## src/sv/dfsam_pkg.sv

```systemverilog
// ----------------------------------------------------------------------------
// dfsam_pkg
// Types and constants shared by the depth-first walk block.
// ----------------------------------------------------------------------------
`default_nettype none

package dfsam_pkg;

    localparam int NODES      = 16;
    localparam int RESULT_CAP = 16;
    localparam int NODE_W     = $clog2(NODES);
    localparam int LVL_W      = $clog2(NODES + 1);
    localparam int CNT_W      = $clog2(RESULT_CAP + 1);
    localparam int FIELD_W    = 4;
    localparam int ROW_W      = 16;

    localparam logic FUNC_LOAD = 1'b0;
    localparam logic FUNC_RUN  = 1'b1;

    typedef struct packed {
        logic               func;
        logic [FIELD_W-1:0] row_index;
        logic [ROW_W-1:0]   row_bits;
        logic [FIELD_W-1:0] start_node;
    } in_t;

    typedef struct packed {
        logic [FIELD_W-1:0] node;
        logic [FIELD_W-1:0] depth;
        logic               last;
    } out_t;

    typedef struct packed {
        logic              en;
        logic [NODE_W-1:0] addr;
        logic [NODES-1:0]  bits;
    } adj_wr_t;

    typedef enum logic [0:0] {
        ST_IDLE,
        ST_WALK
    } walk_state_t;

endpackage

`default_nettype wire

```

## src/sv/dfsam_pick.sv

```systemverilog
// ----------------------------------------------------------------------------
// dfsam_pick
// Priority pick: lowest set bit of the unvisited-neighbour vector.
// ----------------------------------------------------------------------------
`default_nettype none

module dfsam_pick (
    input  logic [dfsam_pkg::NODES-1:0]  cand,
    output logic                         found,
    output logic [dfsam_pkg::NODE_W-1:0] idx
);
    import dfsam_pkg::*;

    logic [NODES-1:0] lowest;

    assign found  = |cand;
    assign lowest = cand & (~cand + NODES'(1));

    always_comb
    begin
        idx = '0;
        for (int i = 0; i < NODES; i++)
        begin
            if (lowest[i])
            begin
                idx = idx | NODE_W'(i);
            end
        end
    end

endmodule

`default_nettype wire

```

## src/sv/dfsam_adj.sv

```systemverilog
// ----------------------------------------------------------------------------
// dfsam_adj
// Adjacency matrix: one row written per load beat, one row read per cycle.
// ----------------------------------------------------------------------------
`default_nettype none

module dfsam_adj (
    input  logic                         clk,
    input  logic                         rst_n,
    input  dfsam_pkg::adj_wr_t           wr,
    input  logic [dfsam_pkg::NODE_W-1:0] rd_addr,
    output logic [dfsam_pkg::NODES-1:0]  rd_row
);
    import dfsam_pkg::*;

    logic [NODES-1:0] rows_reg [NODES];

    always_ff @(posedge clk or negedge rst_n)
    begin
        if (!rst_n)
        begin
            for (int i = 0; i < NODES; i++)
            begin
                rows_reg[i] <= '0;
            end
        end
        else if (wr.en)
        begin
            rows_reg[wr.addr] <= wr.bits;
        end
    end

    assign rd_row = rows_reg[rd_addr];

endmodule

`default_nettype wire

```

## src/sv/dfsam_seq.sv

```systemverilog
// ----------------------------------------------------------------------------
// dfsam_seq
// Walk sequencer: node stack, visited flags, one push or pop per cycle.
// ----------------------------------------------------------------------------
`default_nettype none

module dfsam_seq (
    input  logic                         clk,
    input  logic                         rst_n,
    input  logic                         go,
    input  logic [dfsam_pkg::NODE_W-1:0] go_node,
    input  logic [dfsam_pkg::NODES-1:0]  adj_row,
    output logic [dfsam_pkg::NODE_W-1:0] top_node,
    output logic                         busy,
    output logic                         strobe,
    output dfsam_pkg::out_t              result
);
    import dfsam_pkg::*;

    walk_state_t        state_reg, state_next;
    logic [NODES-1:0]   seen_reg;
    logic [LVL_W-1:0]   level_reg;
    logic [CNT_W-1:0]   cnt_reg;
    logic [NODE_W-1:0]  pend_node_reg;
    logic [FIELD_W-1:0] pend_depth_reg;
    logic [NODE_W-1:0]  stack_reg [NODES];
    out_t               res_reg, res_next;
    logic               strobe_reg, strobe_next;

    logic [LVL_W-1:0]   level_m1;
    logic [NODES-1:0]   cand;
    logic               found;
    logic [NODE_W-1:0]  pick_idx;
    logic               finish;
    logic               do_push;
    logic               do_pop;

    assign level_m1 = level_reg - LVL_W'(1);
    assign top_node = stack_reg[level_m1[NODE_W-1:0]];
    assign cand     = adj_row & ~seen_reg;

    dfsam_pick u_pick (
        .cand  (cand),
        .found (found),
        .idx   (pick_idx)
    );

    always_comb
    begin
        state_next = state_reg;
        case (state_reg)
            ST_IDLE:
            begin
                if (go)
                begin
                    state_next = ST_WALK;
                end
            end
            ST_WALK:
            begin
                if (finish)
                begin
                    state_next = ST_IDLE;
                end
            end
            default:
            begin
                state_next = ST_IDLE;
            end
        endcase
    end

    always_comb
    begin
        finish      = 1'b0;
        do_push     = 1'b0;
        do_pop      = 1'b0;
        strobe_next = 1'b0;
        res_next    = res_reg;
        case (state_reg)
            ST_IDLE:
            begin
                finish = 1'b0;
            end
            ST_WALK:
            begin
                finish  = (level_reg == '0) || (cnt_reg == CNT_W'(RESULT_CAP));
                do_push = !finish && found;
                do_pop  = !finish && !found;
                if (finish || do_push)
                begin
                    strobe_next    = 1'b1;
                    res_next.node  = FIELD_W'(pend_node_reg);
                    res_next.depth = pend_depth_reg;
                    res_next.last  = finish;
                end
            end
            default:
            begin
                finish = 1'b0;
            end
        endcase
    end

    always_ff @(posedge clk or negedge rst_n)
    begin
        if (!rst_n)
        begin
            state_reg  <= ST_IDLE;
            seen_reg   <= '0;
            level_reg  <= '0;
            cnt_reg    <= '0;
            strobe_reg <= 1'b0;
        end
        else
        begin
            state_reg  <= state_next;
            strobe_reg <= strobe_next;
            if (go)
            begin
                seen_reg  <= NODES'(1) << go_node;
                level_reg <= LVL_W'(1);
                cnt_reg   <= CNT_W'(1);
            end
            else if (finish)
            begin
                level_reg <= '0;
            end
            else if (do_pop)
            begin
                level_reg <= level_m1;
            end
            else if (do_push)
            begin
                seen_reg <= seen_reg | (NODES'(1) << pick_idx);
                cnt_reg  <= cnt_reg + CNT_W'(1);
                if (level_reg < LVL_W'(NODES))
                begin
                    level_reg <= level_reg + LVL_W'(1);
                end
            end
        end
    end

    // payload: stack, pending visit and result beat
    always_ff @(posedge clk)
    begin
        res_reg <= res_next;
        if (go)
        begin
            stack_reg[0]   <= go_node;
            pend_node_reg  <= go_node;
            pend_depth_reg <= '0;
        end
        else if (do_push)
        begin
            pend_node_reg  <= pick_idx;
            pend_depth_reg <= FIELD_W'(level_reg);
            if (level_reg < LVL_W'(NODES))
            begin
                stack_reg[level_reg[NODE_W-1:0]] <= pick_idx;
            end
        end
    end

    assign busy   = (state_reg != ST_IDLE);
    assign strobe = strobe_reg;
    assign result = res_reg;

endmodule

`default_nettype wire

```

## src/sv/dfs_adjacency_matrix_walk_top.sv

```systemverilog
// Load beat: writes one matrix row, no result; the next beat may follow at once.
// Run beat: first result is the start node at depth 0 (last set if it has no neighbour).
// Busy while the walk runs: the priority pick makes one stack push or pop
// per cycle, one result per push.
// The final result (last = 1) appears in the first idle cycle; no stall possible.
// Reset (async, active low) clears the matrix, visited flags and sequencer.
// ----------------------------------------------------------------------------
// dfs_adjacency_matrix_walk_top
// Depth-first walk over a directed graph held as an adjacency bit matrix.
// ----------------------------------------------------------------------------
`default_nettype none

module dfs_adjacency_matrix_walk_top (
    input  logic            clk,
    input  logic            rst_n,
    input  logic            start,
    input  dfsam_pkg::in_t  cmd,
    output logic            busy,
    output logic            strobe,
    output dfsam_pkg::out_t result
);
    import dfsam_pkg::*;

    logic              accept;
    logic              go;
    adj_wr_t           adj_wr;
    logic [NODES-1:0]  adj_row;
    logic [NODE_W-1:0] top_node;

    assign accept = start && !busy;

    assign adj_wr.en   = accept && (cmd.func == FUNC_LOAD)
                         && (32'(cmd.row_index) < NODES);
    assign adj_wr.addr = NODE_W'(cmd.row_index);
    assign adj_wr.bits = NODES'(cmd.row_bits);

    assign go = accept && (cmd.func == FUNC_RUN) && (32'(cmd.start_node) < NODES);

    dfsam_adj u_adj (
        .clk     (clk),
        .rst_n   (rst_n),
        .wr      (adj_wr),
        .rd_addr (top_node),
        .rd_row  (adj_row)
    );

    dfsam_seq u_seq (
        .clk      (clk),
        .rst_n    (rst_n),
        .go       (go),
        .go_node  (NODE_W'(cmd.start_node)),
        .adj_row  (adj_row),
        .top_node (top_node),
        .busy     (busy),
        .strobe   (strobe),
        .result   (result)
    );

endmodule

`default_nettype wire

```

## config.mk

```make
export PLATFORM = sky130hd
export DESIGN_NAME = dfs_adjacency_matrix_walk_top
export DESIGN_NICKNAME = d
export VERILOG_FILES = /design/src/sv/dfsam_pkg.sv /design/src/sv/dfsam_pick.sv /design/src/sv/dfsam_adj.sv /design/src/sv/dfsam_seq.sv /design/src/sv/dfs_adjacency_matrix_walk_top.sv
export SDC_FILE = /design/constraint.sdc
export NUM_CORES = 1
export LEC_CHECK = 0
export ABC_CLOCK_PERIOD_IN_PS = 7250
export BUFFER_PORTS_ARGS = -buffer_cell sky130_fd_sc_hd__clkbuf_2
export CORE_ASPECT_RATIO = 0.9
export CORE_MARGIN = 4
export CORE_UTILIZATION = 31
export CTS_CLUSTER_DIAMETER = 50
export CTS_CLUSTER_SIZE = 12
export DETAILED_ROUTE_END_ITERATION = 8
export HOLD_SLACK_MARGIN = 0.08
export PLACE_DENSITY = 0.54
export SYNTH_ARGS = -nofsm -noshare
export SYNTH_HDL_FRONTEND = slang
export SYNTH_SLANG_ARGS = --single-unit
```

## constraint.sdc

```tcl
create_clock -name clk -period 7.25 [get_ports clk]
set_input_delay 0.725 -clock clk [delete_from_list [all_inputs] [get_ports clk]]
set_output_delay 0.725 -clock clk [all_outputs]
set_load 0.02 [all_outputs]
```

**After elaboration in Yosys (flattened, before gate mapping)**

Memories as Yosys holds them, arrays and structs flattened.
Index checks and enable logic that the tools add are counted.

- RAM bits: 64
- Memories: 1
- Input bits: 28
- Register bits: 301
- Output and inout port bits: 11
- Word-level logic and storage cells: 121

Memory list:

| memory | words | bits a word | read ports | clocked after Yosys merged registers in | wr ports | RTL line | RTL |
|---|---|---|---|---|---|---|---|
| u_seq.stack_reg | 16 | 4 | 1 | 0 | 1 | dfsam_seq.sv:26 | `logic [NODE_W-1:0] stack_reg [NODES];` |

- Bitwise gates (word level): 9
- Order comparisons: 4
- Muxes and demuxes: 52
- $add $sub $neg: 4
- Eq/ne operators: 3
- Shift-type cells: 2
- Reductions and logical operators: 20

Operators with widths:

| kind | count |
|---|---|
| $bwmux 256 | 1 |
| $mux 16 | 7 |
| $bmux 16 s4 | 1 |
| $demux 16 s4 | 1 |
| $mux 4 | 12 |
| $mux 5 | 9 |
| $and 16x16->16 | 2 |
| $not 16->16 | 2 |
| $shl 1x4->16 const A | 2 |
| $add 16x1->16 const B | 1 |
| $or 16x16->16 | 1 |
| $reduce_or 16->1 | 1 |
| $mux 1 | 13 |
| $mux 3 | 4 |
| $add 5x1->5 const B | 2 |
| $ge 5x5->1 const B | 2 |
| $not 4->5 | 2 |
| $reduce_bool 4->1 | 2 |
| $logic_and 1x1->1 | 6 |
| $eq 5x5->1 const B | 1 |
| $logic_not 5->1 | 1 |
| $lt 5x1->1 const B | 1 |
| $lt 5x5->1 const B | 1 |
| $sub 5x1->5 const B | 1 |
| other kinds (10) | 18 |

**Logic depth before layout (Yosys ltp)**

Gate-level depths: netlist of run 1.
An unclocked memory read counts as a cell.

- Depth in word-level cells: 31
- Mapped depth: 22
- Mapped depth without buffers: 14

**Modules after synthesis**

Synthesis of run 1 repeated with hierarchy kept, for this count alone.

- Cell total of the unflattened synthesis: 1140
- Area total of the unflattened synthesis: 16799.9 sq um

By module, submodules not included:

| module | instances | area an instance (sq um) | sequential area each (sq um) | cells each |
|---|---|---|---|---|
| dfsam_adj | 1 | 11607.4 | 6406.1 | 712 |
| dfsam_seq | 1 | 4986.0 | 3093.0 | 398 |
| dfsam_pick | 1 | 185.2 | 0.0 | 28 |
| dfs_adjacency_matrix_walk_top | 1 | 21.3 | 0.0 | 2 |

**Least setup slack after synthesis of run 1**

No wires, ideal clock.

- Path kind: flip-flop to flip-flop
- Start: register u_seq.level_reg[0]
- End: memory u_seq.stack_reg[0][1] in the netlist's numbering (data pin)
- Library setup time: 0.330 ns
- Buffers on the path: 6
- Stages on the path, launching flop included: 21
- Period minus slack after synthesis: 5.482 ns
- Setup slack: 1.768 ns
- Arrival: 5.151 ns
- Cell sequence: dfrtp_1 buf_6 buf_6 buf_1 inv_1 ha_1 clkbuf_1 mux4_2 mux2i_1 mux2_2 buf_2 buf_2 nand2_1 a311oi_1 a32o_1 nand3_1 o31ai_1 o2111ai_1 o31ai_1 nor2_1 o21ai_0

- Longest elaborated chain between the ends: 25
- Elaborated cells between the ends (all ways): 37
- Classes of those cells: add/sub (2); order compare (1); mux (23); bitwise (4); reduce/logical (6); memory (1)

RTL lines:

| item | RTL line | RTL |
|---|---|---|
| from (decl) | dfsam_seq.sv:22 | `logic [LVL_W-1:0] level_reg;` |
| from (signal assigned) | dfsam_seq.sv:131 | `level_reg <= level_m1;` |
| from (signal assigned) | dfsam_seq.sv:139 | `level_reg <= level_reg + LVL_W'(1);` |
| $sub 5x1->5 | dfsam_seq.sv:38 | `assign level_m1 = level_reg - LVL_W'(1);` |
| $mem_v2 16x4 | - |  |
| $not 4->5 (implied by the code) | dfsam_adj.sv:33 | `assign rd_row = rows_reg[rd_addr];` |
| $bmux 16 s4 | dfsam_adj.sv:33 |  |
| $mux 16 (implied by the code) (2 in a row) | dfsam_adj.sv:33 |  |
| $and 16x16->16 | dfsam_seq.sv:40 | `assign cand = adj_row & ~seen_reg;` |
| $not 16->16 | dfsam_pick.sv:17 | `assign lowest = cand & (~cand + NODES'(1));` |
| $add 16x1->16 | dfsam_pick.sv:17 |  |
| $and 16x16->16 | dfsam_pick.sv:17 |  |
| $mux 2 (2 in a row) | dfsam_pick.sv:24 | `if (lowest[i])` |
| $mux 3 (4 in a row) | dfsam_pick.sv:24 |  |
| $mux 4 (8 in a row) | dfsam_pick.sv:24 |  |
| $mux 4 (no source line) (*) | - |  |
| to (decl) | dfsam_seq.sv:26 |  |

Mark *: on every way between the ends. The rest lies on a longest branch, timed or not. The select of a mux whose other input is x is not followed.

**Worst setup path after layout of run 1**

- Start: register u_seq.level_reg[1]
- End: memory u_seq.stack_reg[4][0] in the netlist's numbering, enable pin

- Longest elaborated chain between the ends: 15
- Elaborated cells between the ends (all ways): 21
- Classes of those cells: add/sub (1); order compare (1); mux (10); bitwise (2); reduce/logical (6); memory (1)

RTL lines:

| item | RTL line | RTL |
|---|---|---|
| $sub 5x1->5 | dfsam_seq.sv:38 |  |
| $mem_v2 16x4 | - |  |
| $not 4->5 (implied by the code) | dfsam_adj.sv:33 |  |
| $bmux 16 s4 | dfsam_adj.sv:33 |  |
| $mux 16 (implied by the code) (2 in a row) | dfsam_adj.sv:33 |  |
| $and 16x16->16 | dfsam_seq.sv:40 |  |
| $reduce_or 16->1 | dfsam_pick.sv:16 | `assign found = \|cand;` |
| $logic_and 1x1->1 | dfsam_seq.sv:88 | `do_push = !finish && found;` |
| $mux 1 | dfsam_seq.sv:80 | `case (state_reg)` |
| $mux 1 | dfsam_seq.sv:155 | `else if (do_push)` |
| $mux 1 | dfsam_seq.sv:149 | `if (go)` |
| $mux 1 (implied by the code) | dfsam_seq.sv:161 | `stack_reg[level_reg[NODE_W-1:0]] <= pick_idx;` |
| $reduce_or 4->1 (no source line) | - |  |
| $mux 4 (no source line) / $mux 1 (equally long branches) | - |  |

Parallel ways exist; a longest one is shown, timed or not. The select of a mux whose other input is x is not followed.

==> flow_results.org, run 1 <==
** Outcome
- The run finished with clean final reports.

** Floorplan
- Once the floorplan was initialized, standard cells occupied a little under a third of the core.
- Ports placed on the boundary :: 39
- The floorplan step defined a die boundary enclosing between 50000 and 60000 sq um.
- Row generation in the floorplan step produced 81 rows.
- In this run the standard cell core region covers 54420 sq um.
- Die Width :: between 200 and 300 microns
- From bottom edge to top edge, the die measures approximately 230 microns.

** Setup path
- In this run the register-to-register setup slack is ~770 ps.
- Crit start category :: flip-flop
- End of the worst register-to-register path :: u_seq.stack_reg[4][0]$_DFFE_PP_
- Reg-to-Reg Start :: u_seq.level_reg[1]$_DFFE_PN0P_
- Worst reg2reg path depth :: 15
- On the worst path, the slowest cell contributes a delay of a little under 800 ps.
- Data on the critical path is required at its endpoint by ~7400 ps.
- CP Capture Type :: flip-flop
- Data arrives at the worst endpoint at 6670 ps.
- The critical path goes through inv_1, ha_1, buf_4, mux4_2, mux4_2, and2_1, buf_4, o21ai_1, nand4_1, o31ai_1, nor4b_4, nand4_4, and2_1, nand4_1, nor3_1.
- CP Max Fanout :: 17
- The critical path in this run is classified as flip-flop to flip-flop.
- Cell with the largest stage delay on the worst path :: sky130_fd_sc_hd__ha_1

** Synthesis
- Primary FF master, synth :: sky130_fd_sc_hd__dfrtp_1
- The synthesized design contains 77 enable-type register cells.
- Each instance of the synthesized netlist takes up on average approximately 12 sq um.
- For this run, asynchronously set or reset flops after synthesis account for 77.81%.
- Mapped cell area :: between 15000 and 20000 sq um
- For this run, the register share of the synthesized area comes to a little under three fifths.
- Yosys mapped the design onto 79 distinct sky130hd cell types.
- During synthesis, Yosys emitted a total of 0 warnings.
- The number of nets handed over by synthesis was between 1000 and 1500.
- #FFs+latches synth :: around 370
- Synthesis handed over a netlist of approximately 1400 instances.

** Place
- At the end of routability-driven placement, the weighted congestion stood at about 0.83.
- The count of buffers added on input and output ports is 38.
- After legalization and detailed placement, the total HPWL measured roughly 29 mm.

** Global routing
- The first global-routing pass estimated a little over 70 mm of wire.
- In the global route stage, overall resource usage came out at about 16%.
- Antenna violations before repair :: 1
- Gr ovfl total :: 0
- Maximum number of pins on one net before global-route repair :: roughly 120
- Number of global-route vias before repair :: approximately 11000

** Routing
- Wire length per cell after detailed routing :: about 22 microns
- Average via count per standard cell :: ~5.3
- Post-route antenna net violation count :: 0
- The pre-antenna-repair detailed-routing pass consisted of 5 iterations.
- Via total after detailed routing :: around 11000
- After the first detailed-routing iteration, the DRC count stood at a little over 900.
- DRT Wirelength :: roughly 46 mm
- DRC violation count after routing :: 0

** Clock tree
- In this run the deepest clock path goes through 3 buffers.
- TritonCTS buffer count :: 42
- CTS tree :: done
- Hold repair after CTS inserted 0 buffers.
- The clock net in this run drives a total of about 370 sinks.
- Setup Buffers After CTS :: 0
- The later pin in the worst-skew pair is clocked with a latency of between 500 and 600 ps.
- Gates resized during post-CTS repair numbered 0.
- CTS placed an instance of sky130_fd_sc_hd__clkbuf_16 at the clock tree root.
- Clock-pin slew was measured on the worst setup and hold paths at ~60 ps.
- H-tree level count :: 2

** STA
- Setup violations remaining at the end of the flow were counted as 0.
- At the pin with the least slew margin, the transition time is between 1000 and 1500 ps.
- The hold violation total from the final report was 0.
- The clock period could shrink to ~6500 ps.
- The max-slew violation count is 0.
- Post-Route Setup TNS :: 0 ps
- For the final database, setup skew stands at between 20 and 25 ps.
- Unrepaired setup endpoints after global routing :: no
- Relative slew slack :: 26.20%
- Period utilisation layout :: ~89%
- Timing would allow up to about 150 MHz.

** Final layout
- Proportion of layout cells with a drive suffix above 1 :: 30.73%
- From synthesis to final layout, the design area changed by 13.16%.
- The library cells used most frequently in the layout, excluding fill and tap cells, are 284 x sky130_fd_sc_hd__dfrtp_1, 262 x sky130_fd_sc_hd__mux2_2, 202 x sky130_fd_sc_hd__nand2_1.
- The number of antenna diodes in the final layout is 0.
- The net count of the finished layout is 1439.
- The library cell used most frequently in the layout, excluding fill and tap cells, is sky130_fd_sc_hd__dfrtp_1.
- Number of flip-flops in the largest register :: 256

** Job
- Max-cap violation count :: 0

** Worst hold path
- The tightest min-delay check is of the primary input to async pin type.
[routing by layer]
metal	vias up	part of all wire (%)	track usage [%]
li1	5087	-	-
met1	5906	48	23.47
met2	278	44	22.91
met3	66	5.6	3.256
met4	2	2.4	4.501
met5	-	0.028	0
[final cells by class]
type,instances,area [sq um]
fill,5277,35130
sequential,365,9499
multi-input combinational,916,7109
clock buffer,59,1166
tap,705,882.1
timing repair buffer,72,505.5
clock inverter,11,96.34
inverter,9,33.78
[cells in the mapped netlist (20+ instances only)]
master	n	area share, %
sky130_fd_sc_hd__dfrtp_1	284	42
sky130_fd_sc_hd__mux2_2	263	17
sky130_fd_sc_hd__nand2_1	202	4.4
sky130_fd_sc_hd__nor2_1	80	1.8
sky130_fd_sc_hd__edfxtp_1	77	14
sky130_fd_sc_hd__nand3_1	59	1.7
sky130_fd_sc_hd__clkbuf_1	51	1.1
sky130_fd_sc_hd__mux2i_1	42	2.5
sky130_fd_sc_hd__buf_2	30	0.88
sky130_fd_sc_hd__o21ai_0	27	0.79
sky130_fd_sc_hd__o21ai_1	22	0.65
sky130_fd_sc_hd__a32oi_1	21	1.1
sky130_fd_sc_hd__nand4_1	20	0.73
[critical path, delay by kind of cell, from the launching register on]
family,cells,cell delay [ps]
adder cells (fa/ha/maj),1,770
flip-flops,1,490
buffers and inverters,3,730
AO/OA/AOI/OAI,2,790
AND/OR/NAND/NOR,7,2270
multiplexers,2,1020
[worst max-delay path by stage]
stage                                         from                               to  cells after the start
floorplan           u_seq.level_reg[0]$_DFFE_PN0P_  u_seq.stack_reg[0][1]$_DFFE_PP_                     20
global placement    u_seq.level_reg[1]$_DFFE_PN0P_  u_seq.stack_reg[4][2]$_DFFE_PP_                     15
detailed placement  u_seq.level_reg[1]$_DFFE_PN0P_  u_seq.stack_reg[4][3]$_DFFE_PP_                     15
CTS                 u_seq.level_reg[1]$_DFFE_PN0P_  u_seq.stack_reg[4][0]$_DFFE_PP_                     15
global route        u_seq.level_reg[1]$_DFFE_PN0P_  u_seq.stack_reg[4][0]$_DFFE_PP_                     15
finish              u_seq.level_reg[1]$_DFFE_PN0P_  u_seq.stack_reg[4][0]$_DFFE_PP_                     15
[through the flow]
step	utilization, %	area [sq um]	setup WS, ps	hold WS (ps)	std cells
2_1_floorplan	-	17050	1768	400.3	1385
3_3_place_gp	33.13	18030	973.8	404.4	2067
3_5_place_dp	33.13	18030	808.7	408.4	2067
4_1_cts	35.45	19290	788.0	201.0	2137
5_1_grt	35.45	19290	340.3	232.6	2137
6_report	35.45	19290	769.1	174.5	2137
[cell families after synthesis]
kind of cell,count (synthesis),synth area share (%)
compound gates,161,6.884
xor+xnor,3,0.1982
fa+ha+maj,5,0.3669
buf+inv,104,2.774
flops,365,55.72
mux,325,22.43
simple gates,422,11.63
Power of run 1 is not shown: default switching activity piles up to over one toggle a cycle in this logic, so the estimate is an artifact.
==> run 2: changes to the inputs <==
--- a/config.mk
+++ b/config.mk
@@ -5,6 +5,7 @@
 export SDC_FILE = /design/constraint.sdc
 export NUM_CORES = 1
 export LEC_CHECK = 0
+export ABC_AREA = 1
 export ABC_CLOCK_PERIOD_IN_PS = 7250
 export BUFFER_PORTS_ARGS = -buffer_cell sky130_fd_sc_hd__clkbuf_2
 export CORE_ASPECT_RATIO = 0.9
==> flow_results.org, run 2 <==
** Outcome
- The run finished with clean final reports.

** Final layout
- The layout net count came to 2039 (+42%).
- Most frequent cells in the layout :: 578 x sky130_fd_sc_hd__nand2_1, 386 x sky130_fd_sc_hd__nand3_1, 296 x sky130_fd_sc_hd__o21ai_0
- Number of flip-flops in the largest register :: 256 (unchanged)
- Post-synthesis to final-layout area growth :: 11.60%
- The post-layout instance count excluding filler cells came to 2740 (+28%).
- Leaving out fill and tap cells, the most frequent cell in the layout is sky130_fd_sc_hd__nand2_1.
- Antenna diode count :: 0 (unchanged)
- Proportion of layout cells with a drive suffix above 1 :: 9.337% (-21 points)

** STA
- Setup repair after global routing left no endpoint under its margin.
- The hold violation total from the final report is 0 (unchanged).
- Fin. max-slew vios :: 0 (unchanged)
- Setup-failing EPs final :: 0 (unchanged)
- Upper clock frequency limit :: 174.1 MHz (+13%)
- Minimum hold slack :: 162.3 ps (-12.27 ps)
- The share of the cycle needed by the critical path after routing is 79.22% (-10 points).
- The worst-margin pin slew is 1130 ps (+25.34 ps).
- Relative slew slack :: 24.69% (-1.5 points)
- Final worst-path setup slack :: 1507 ps (+737.5 ps)
- The clock period minus worst slack is 5743 ps (-737.5 ps).
- The worst setup skew after layout came to 39.39 ps (+15.95 ps).
- The setup TNS after final layout was 0 ps (unchanged).

** Job
- The max-capacitance violation count is 0 (unchanged).

** Floorplan
- Ports placed on the boundary :: 39 (unchanged)
- Core footprint :: 54730 sq um (+0.56%)
- The die height came to 232.1 microns (+0.69%).
- The initial standard-cell utilization of the core is 31.60% (+0.27 points).
- Die Width :: 257.0 microns (+0.69%)
- The die footprint came to 59640 sq um (+1.4%).
- Row count :: 81 (unchanged)

** Clock tree
- The clock insertion delay at the later pin of the skew report was 580 ps (about the same).
- Setup Buffers After CTS :: 0 (unchanged)
- TritonCTS built the clock tree.
- Resize count post-CTS :: 0 (unchanged)
- Clock-pin transition on the worst setup and hold timing paths :: 60 ps (about the same)
- CTS Hold Bufs :: 0 (unchanged)
- The maximum count of clock buffers along a single path is 3 (unchanged).
- TritonCTS buffer count :: 43 (+2.4%)
- Number of clock sinks :: 365 (unchanged)
- Root buffer cell :: sky130_fd_sc_hd__clkbuf_16
- H-tree level count :: 2 (unchanged)

** Place
- Final weighted congestion of routability-driven global placement :: 0.8889 (+7.0%)
- Dpl cells :: 2666 (+29%)
- Place WS :: 1690 ps (+881.0 ps)
- The estimated wirelength of the detail-placed design came to 30.50 mm (+6.0%).
- The count of buffers inserted at the top-level ports came to 38 (unchanged).

** Synthesis
- In the synthesized netlist the dominant register cell turns out to be sky130_fd_sc_hd__dfrtp_1.
- Number of standard cells after synthesis :: 2036 (+47%)
- Post-Synthesis Net Count :: 2069 (+46%)
- sky130_fd_sc_hd__dfrtp_1 takes more of the synthesized area than any other cell.
- The share of async-settable or async-resettable flops after synthesis came to 77.81% (unchanged).
- Synth Warn # :: 0 (unchanged)
- Sequential cell area fraction in the yosys report :: 54.93% (-0.79 points)
- Library cell with the highest instance count after synthesis :: sky130_fd_sc_hd__nand2_1
- Average cell area after synthesis :: 8.494 sq um (-31%)
- Fraction of post-synthesis cell area in the top cell type by area :: 41.09% (-0.59 points)
- Synth top area cells :: sky130_fd_sc_hd__dfrtp_1 41%, sky130_fd_sc_hd__edfxtp_1 13%, sky130_fd_sc_hd__nand2_1 13%, sky130_fd_sc_hd__nand3_1 11%, sky130_fd_sc_hd__o21ai_0 8.6%
- The number of unique standard cell types used by synthesis was 42 (-47%).
- By count the netlist is led by 582 x sky130_fd_sc_hd__nand2_1, 386 x sky130_fd_sc_hd__nand3_1, 296 x sky130_fd_sc_hd__o21ai_0.
- #FFs+latches synth :: 365 (unchanged)
- Number of enable flip-flop cells after synthesis :: 77 (unchanged)
- The post-synthesis instance area was 17290 sq um (+1.4%).

** Setup path
- The worst setup path is captured at a flip-flop.
- The data required time of the worst path was 7460 ps (+20 ps).
- The worst setup path is launched from a flip-flop.
- CP Max Fanout :: 128 (+111)
- The worst endpoint data arrival time was 5960 ps (-710 ps).
- The critical path in this run is classified as flip-flop to flip-flop.

** Routing
- The length of the first detailed-routing pass in iterations is 5 (unchanged).
- The detailed-route DRC error count is 0 (unchanged).
- Wire length per cell after detailed routing :: 19.04 microns (-12%)
- The total via count in the routed design came to 14320 (+26%).
- Average via count per standard cell :: 5.228 (-1.5%)
- The number of antenna-violating nets in the routed design came to 0 (unchanged).
- The total routed wirelength is 52.17 mm (+13%).
- Violation count after the first detailed-routing iteration :: 1522 (+64%)

** Global routing
- Gr ovfl total :: 0 (unchanged)
- Number of global-route vias before repair :: 13730 (+22%)
- The number of antenna violations at the first check in global routing is 1 (unchanged).
- Wire length of the first global-routing pass :: 82.17 mm (+16%)
- Total Routing Usage GR :: 17.43% (+1.8 points)
- Maximum number of pins on one net before global-route repair :: 179 (+54%)

** Worst hold path
- The min-delay analysis places its worst path in the category primary input to async pin.
[run 2: changes by cell type after synthesis, sizes merged, moves of 21 or more]
cell,change
mux2,-263
nand2,+390
inv,+71
nand3,+338
clkbuf,+27
o21ai,+261
buf,+23
mux2i,-44
a32oi,-21
[run 2: kinds of logic (layout without fill, tap and decap cells)]
family,Yosys count,after routing,share of synthesized area (%)
adders and majority gates,5,5,0.3617
DFF,365,365,54.93
and+or+nand+nor,1089,1089,27.86
xor gates and xnor gates,4,4,0.2026
buffers and inverters,224,223,6.258
AOI/OAI and AO/OA,349,349,10.39
[run 2: worst paths after layout]
kind | start | to | slack [ps] | cells after the start
worst max-delay path | u_seq.level_reg[1]$_DFFE_PN0P_ | u_seq.stack_reg[15][0]$_DFFE_PP_ | 1510 | 25
worst min-delay path | rst_n | u_adj.rows_reg[200]$_DFFE_PN0P_ | 160 | 1
worst max register to register | u_seq.level_reg[1]$_DFFE_PN0P_ | u_seq.stack_reg[15][0]$_DFFE_PP_ | 1510 | 25
worst min register to register | u_seq.pend_node_reg[1]$_DFFE_PP_ | u_seq.result[6]$_DFFE_PP_ | 420 | 0
max in group asynchronous | rst_n | u_seq.busy$_DFF_PN0_ | 5500 | 2
min in group clk | u_seq.pend_node_reg[1]$_DFFE_PP_ | u_seq.result[6]$_DFFE_PP_ | 420 | 0
[run 2: cell type report]
type                            instances  area, sq um
Clock buffer                           56         1227
Fill cell                            5681        35430
Clock inverter                         18        162.7
Sequential cell                       365         9499
Tap cell                              705        882.1
Inverter                               79        304.0
Multi-Input combinational cell       1447         6748
Timing Repair Buffer                   70        478.0
[run 2: critical path, cell delays in order (launching register included)]
cell	delay (ps)
sky130_fd_sc_hd__dfrtp_1	460
sky130_fd_sc_hd__inv_2	120
sky130_fd_sc_hd__ha_1	290
sky130_fd_sc_hd__buf_4	210
sky130_fd_sc_hd__inv_2	260
sky130_fd_sc_hd__nand3_1	120
sky130_fd_sc_hd__nand3_1	150
sky130_fd_sc_hd__nand3_4	400
sky130_fd_sc_hd__nand2_4	230
sky130_fd_sc_hd__buf_12	450
sky130_fd_sc_hd__nand2_1	100
sky130_fd_sc_hd__nand3_1	100
sky130_fd_sc_hd__nand3_1	90
sky130_fd_sc_hd__nand3_1	120
sky130_fd_sc_hd__nand3_1	280
sky130_fd_sc_hd__nand2_1	210
sky130_fd_sc_hd__nor2_1	70
sky130_fd_sc_hd__nand3_2	110
sky130_fd_sc_hd__nor2_4	60
sky130_fd_sc_hd__nor2_4	260
sky130_fd_sc_hd__inv_2	90
sky130_fd_sc_hd__nor2_4	270
sky130_fd_sc_hd__inv_2	100
sky130_fd_sc_hd__nor2_2	120
sky130_fd_sc_hd__nand2_1	130
sky130_fd_sc_hd__nor2_1	410
[run 2: through the flow]
step	instance area [sq um]	utilization [%]
floorplan	17290	-
global placement	17910	32.73
detailed placement	17910	32.73
CTS	19300	35.27
global route	19300	35.27
finish	19300	35.27
[run 2: layer usage]
metal	wire [microns]	GRT usage [%]
met5	13	0
met4	1229	5.199
met3	3348	2.922
met2	23490	27.11
met1	24090	25.10
Power of run 2 is left out for the same reason.
==> run 3: changes to the inputs <==
--- a/config.mk
+++ b/config.mk
@@ -6,7 +6,7 @@
 export NUM_CORES = 1
 export LEC_CHECK = 0
 export ABC_AREA = 1
-export ABC_CLOCK_PERIOD_IN_PS = 7250
+export ABC_CLOCK_PERIOD_IN_PS = 4800
 export BUFFER_PORTS_ARGS = -buffer_cell sky130_fd_sc_hd__clkbuf_2
 export CORE_ASPECT_RATIO = 0.9
 export CORE_MARGIN = 4
@@ -15,7 +15,7 @@
 export CTS_CLUSTER_SIZE = 12
 export DETAILED_ROUTE_END_ITERATION = 8
 export HOLD_SLACK_MARGIN = 0.08
-export PLACE_DENSITY = 0.54
+export PLACE_DENSITY = 0.56
 export SYNTH_ARGS = -nofsm -noshare
 export SYNTH_HDL_FRONTEND = slang
 export SYNTH_SLANG_ARGS = --single-unit
==> constraint.sdc (replaced) <==
create_clock -name clk -period 4.8 [get_ports clk]
set_input_delay 0.48 -clock clk [delete_from_list [all_inputs] [get_ports clk]]
set_output_delay 0.48 -clock clk [all_outputs]
set_load 0.02 [all_outputs]
==> flow_results.org, run 3 (same netlist as run 2, synthesis figures left out) <==
** Floorplan
- Row count :: 81 (unchanged)
- The core box area was 54730 sq um (unchanged).
- The die height was 232.1 microns (unchanged).
- The I/O pin total came to 39 (unchanged).
- Starting utilization of the core area :: 31.60% (unchanged)
- The die footprint came to 59640 sq um (unchanged).
- The x dimension of the die came to 257.0 microns (unchanged).

** Final layout
- Cell Count, Final, Fillers Out :: 2766 (+0.95%)
- In the layout the commonest cells are 581 x sky130_fd_sc_hd__nand2_1, 385 x sky130_fd_sc_hd__nand3_1, 296 x sky130_fd_sc_hd__o21ai_0.
- The library cell used most frequently in the layout, excluding fill and tap cells, is sky130_fd_sc_hd__nand2_1.
- Compared with the post-synthesis result, the final layout area differs by 14.08%.
- Post-route cell area :: 19730 sq um (+2.2%)
- The layout cell share with drive strength beyond 1 came to 10.83% (+1.5 points).
- Total number of nets in the final design :: 2063 (+1.2%)
- Number of flip-flops in the largest register :: 256 (unchanged)

** STA
- The clock period minus worst slack came to 4525 ps (-1219 ps).
- Unrepaired setup endpoints after global routing :: yes
- Fin. max-slew vios :: 0 (unchanged)
- The worst-margin pin slew was 914.5 ps (-215.2 ps).
- The worst setup skew after layout was 38.00 ps (-1.392 ps).
- Upper clock frequency limit :: 221.0 MHz (+27%)
- The hold violation total from the final report is 0 (unchanged).
- The worst setup margin is 275.3 ps (-1231 ps).
- Setup-failing EPs final :: 0 (unchanged)
- The worst relative slew slack is 38.97% (+14 points).
- The share of the cycle needed by the critical path after routing came to 94.26% (+15 points).

** Setup path
- STA classifies the critical path startpoint as a flip-flop.
- The largest fanout of any net on the critical path came to 21 (-84%).
- CP Capture Type :: flip-flop
- The critical path is of the flip-flop to flip-flop type.
- The worst endpoint data arrival time is 4780 ps (-1180 ps).
- Required arrival time at the worst endpoint :: 5050 ps (-2410 ps)

** Place
- The estimated wirelength of the detail-placed design is 31.74 mm (+4.0%).
- The final estimated routing congestion in global placement was 0.9184 (+3.3%).
- The post-place setup slack came to 198.2 ps (-1492 ps).
- The instance area at placement is 18140 sq um (+1.3%).
- The count of buffers inserted at the top-level ports came to 38 (unchanged).
- Dpl cells :: 2686 (+0.75%)

** Routing
- Wire length per cell after detailed routing :: 18.92 microns (-0.61%)
- The number of antenna-violating nets in the routed design was 0 (unchanged).
- The detailed-route DRC error count is 0 (unchanged).
- The total routed wirelength was 52.35 mm (+0.33%).
- The total via count in the routed design was 14500 (+1.2%).
- The mean number of vias per cell came to 5.241 (+0.25%).
- The length of the first detailed-routing pass in iterations is 6 (+1).
- Violation count after the first detailed-routing iteration :: 1685 (+11%)

** Worst hold path
- In this run the worst hold path is classified as primary input to flip-flop.

** Global routing
- Maximum number of pins on one net before global-route repair :: 109 (-39%)
- The total congestion overflow after global routing was 0 (unchanged).
- The aggregate global-route resource usage is 17.60% (+0.17 points).
- Number of global-route vias before repair :: 14300 (+4.1%)
- The number of antenna violations at the first check in global routing came to 3 (+2).
- The global-route wire length before repair was 84.08 mm (+2.3%).

** Job
- Max-cap violation count :: 0 (unchanged)

** Clock tree
- TritonCTS buffer count :: 44 (+2.3%)
- The clock edge transition at the registers on the reported setup and hold paths came to 60 ps (about the same).
- The tree is rooted in a sky130_fd_sc_hd__clkbuf_16.
- The maximum count of clock buffers along a single path came to 3 (unchanged).
- The level count of the clock H-tree is 2 (unchanged).
- Number of clock sinks :: 365 (unchanged)
- CTS tree :: done
- Clock latency at the later pin of the worst-skew pair :: 590 ps (about the same)

** Outcome
- The run finished with clean final reports.
## run 3: cell types whose count changed in the layout (fill, tap and decap cells not counted), moves of 4 or more
| cell | previous run | this run |
|---|---|---|
| sky130_fd_sc_hd__nor2_1 | 59 | 45 |
| sky130_fd_sc_hd__buf_4 | 29 | 42 |
| sky130_fd_sc_hd__nor2_2 | 1 | 11 |
| sky130_fd_sc_hd__buf_12 | 3 | 9 |
| sky130_fd_sc_hd__clkinv_2 | 10 | 4 |
| sky130_fd_sc_hd__inv_6 | 2 | 6 |
| sky130_fd_sc_hd__nor2_4 | 5 | 9 |
## run 3: cell type report
class | instances | area (sq um)
Timing Repair Buffer | 93 | 755.7
Multi-Input combinational cell | 1447 | 6800
Tap cell | 705 | 882.1
Fill cell | 5662 | 35000
Clock inverter | 19 | 261.5
Clock buffer | 56 | 1217
Inverter | 79 | 307.8
Antenna cell | 2 | 5.005
Sequential cell | 365 | 9499
## run 3: what timing repair did
action / CTS / global route
setup buffers: 0 / 2
hold endpoints to repair: 93 / 0
hold buffers: 1 / 0
gates resized for setup: 0 / 26
endpoints found under the setup margin: 0 / 52
## run 3: per-layer routing
layer / track usage [%] / wire length [microns] / up-vias
met5: 0 / 0 / -
met4: 5.011 / 1114 / 0
met3: 2.399 / 3306 / 73
met2: 28.01 / 24010 / 486
met1: 25.28 / 23920 / 7100
li1: - / - / 6837
## run 3: critical path, stage by stage (launching register included)
cell                      delay [ps]
sky130_fd_sc_hd__dfrtp_1         470
sky130_fd_sc_hd__inv_2           130
sky130_fd_sc_hd__ha_1            340
sky130_fd_sc_hd__buf_4           240
sky130_fd_sc_hd__nand3_1         150
sky130_fd_sc_hd__nand3_1         150
sky130_fd_sc_hd__nand3_4         120
sky130_fd_sc_hd__nand2_4         240
sky130_fd_sc_hd__buf_12          220
sky130_fd_sc_hd__buf_4           180
sky130_fd_sc_hd__nand2_1          50
sky130_fd_sc_hd__nand3_1          70
sky130_fd_sc_hd__nand3_1          70
sky130_fd_sc_hd__nand3_1         170
sky130_fd_sc_hd__nand3_2         160
sky130_fd_sc_hd__nand2_1         120
sky130_fd_sc_hd__nor2_1           70
sky130_fd_sc_hd__nand2_1         110
sky130_fd_sc_hd__nor2_4           80
sky130_fd_sc_hd__nor2_4           90
sky130_fd_sc_hd__inv_2            60
sky130_fd_sc_hd__nor2_4          260
sky130_fd_sc_hd__nand3_1         330
sky130_fd_sc_hd__nor2_2          300
## run 3: final timing paths
kind	startpoint	endpoint	slack, ps	depth (start not counted)
max	u_seq.level_reg[1]$_DFFE_PN0P_	u_seq.stack_reg[10][2]$_DFFE_PP_	280	23
max in group asynchronous	rst_n	u_seq.strobe$_DFF_PN0_	3120	3
max reg2reg	u_seq.level_reg[1]$_DFFE_PN0P_	u_seq.stack_reg[10][2]$_DFFE_PP_	280	23
min in group asynchronous	rst_n	u_adj.rows_reg[8]$_DFFE_PN0P_	530	2
min	cmd[3]	u_seq.seen_reg[10]$_DFFE_PN0P_	270	3
min reg2reg	u_seq.pend_node_reg[0]$_DFFE_PP_	u_seq.result[5]$_DFFE_PP_	420	0
## run 3: per-stage QoR
step,TNS (ps),hold slack (ps),util (%)
6_report,0,274.7,36.05
5_1_grt,-259.0,283.2,36.05
4_1_cts,0,242.1,35.86
3_5_place_dp,0,408.3,33.14
3_3_place_gp,0,416.3,33.14
2_1_floorplan,0,184.4,-
Power of run 3 is left out for the same reason.
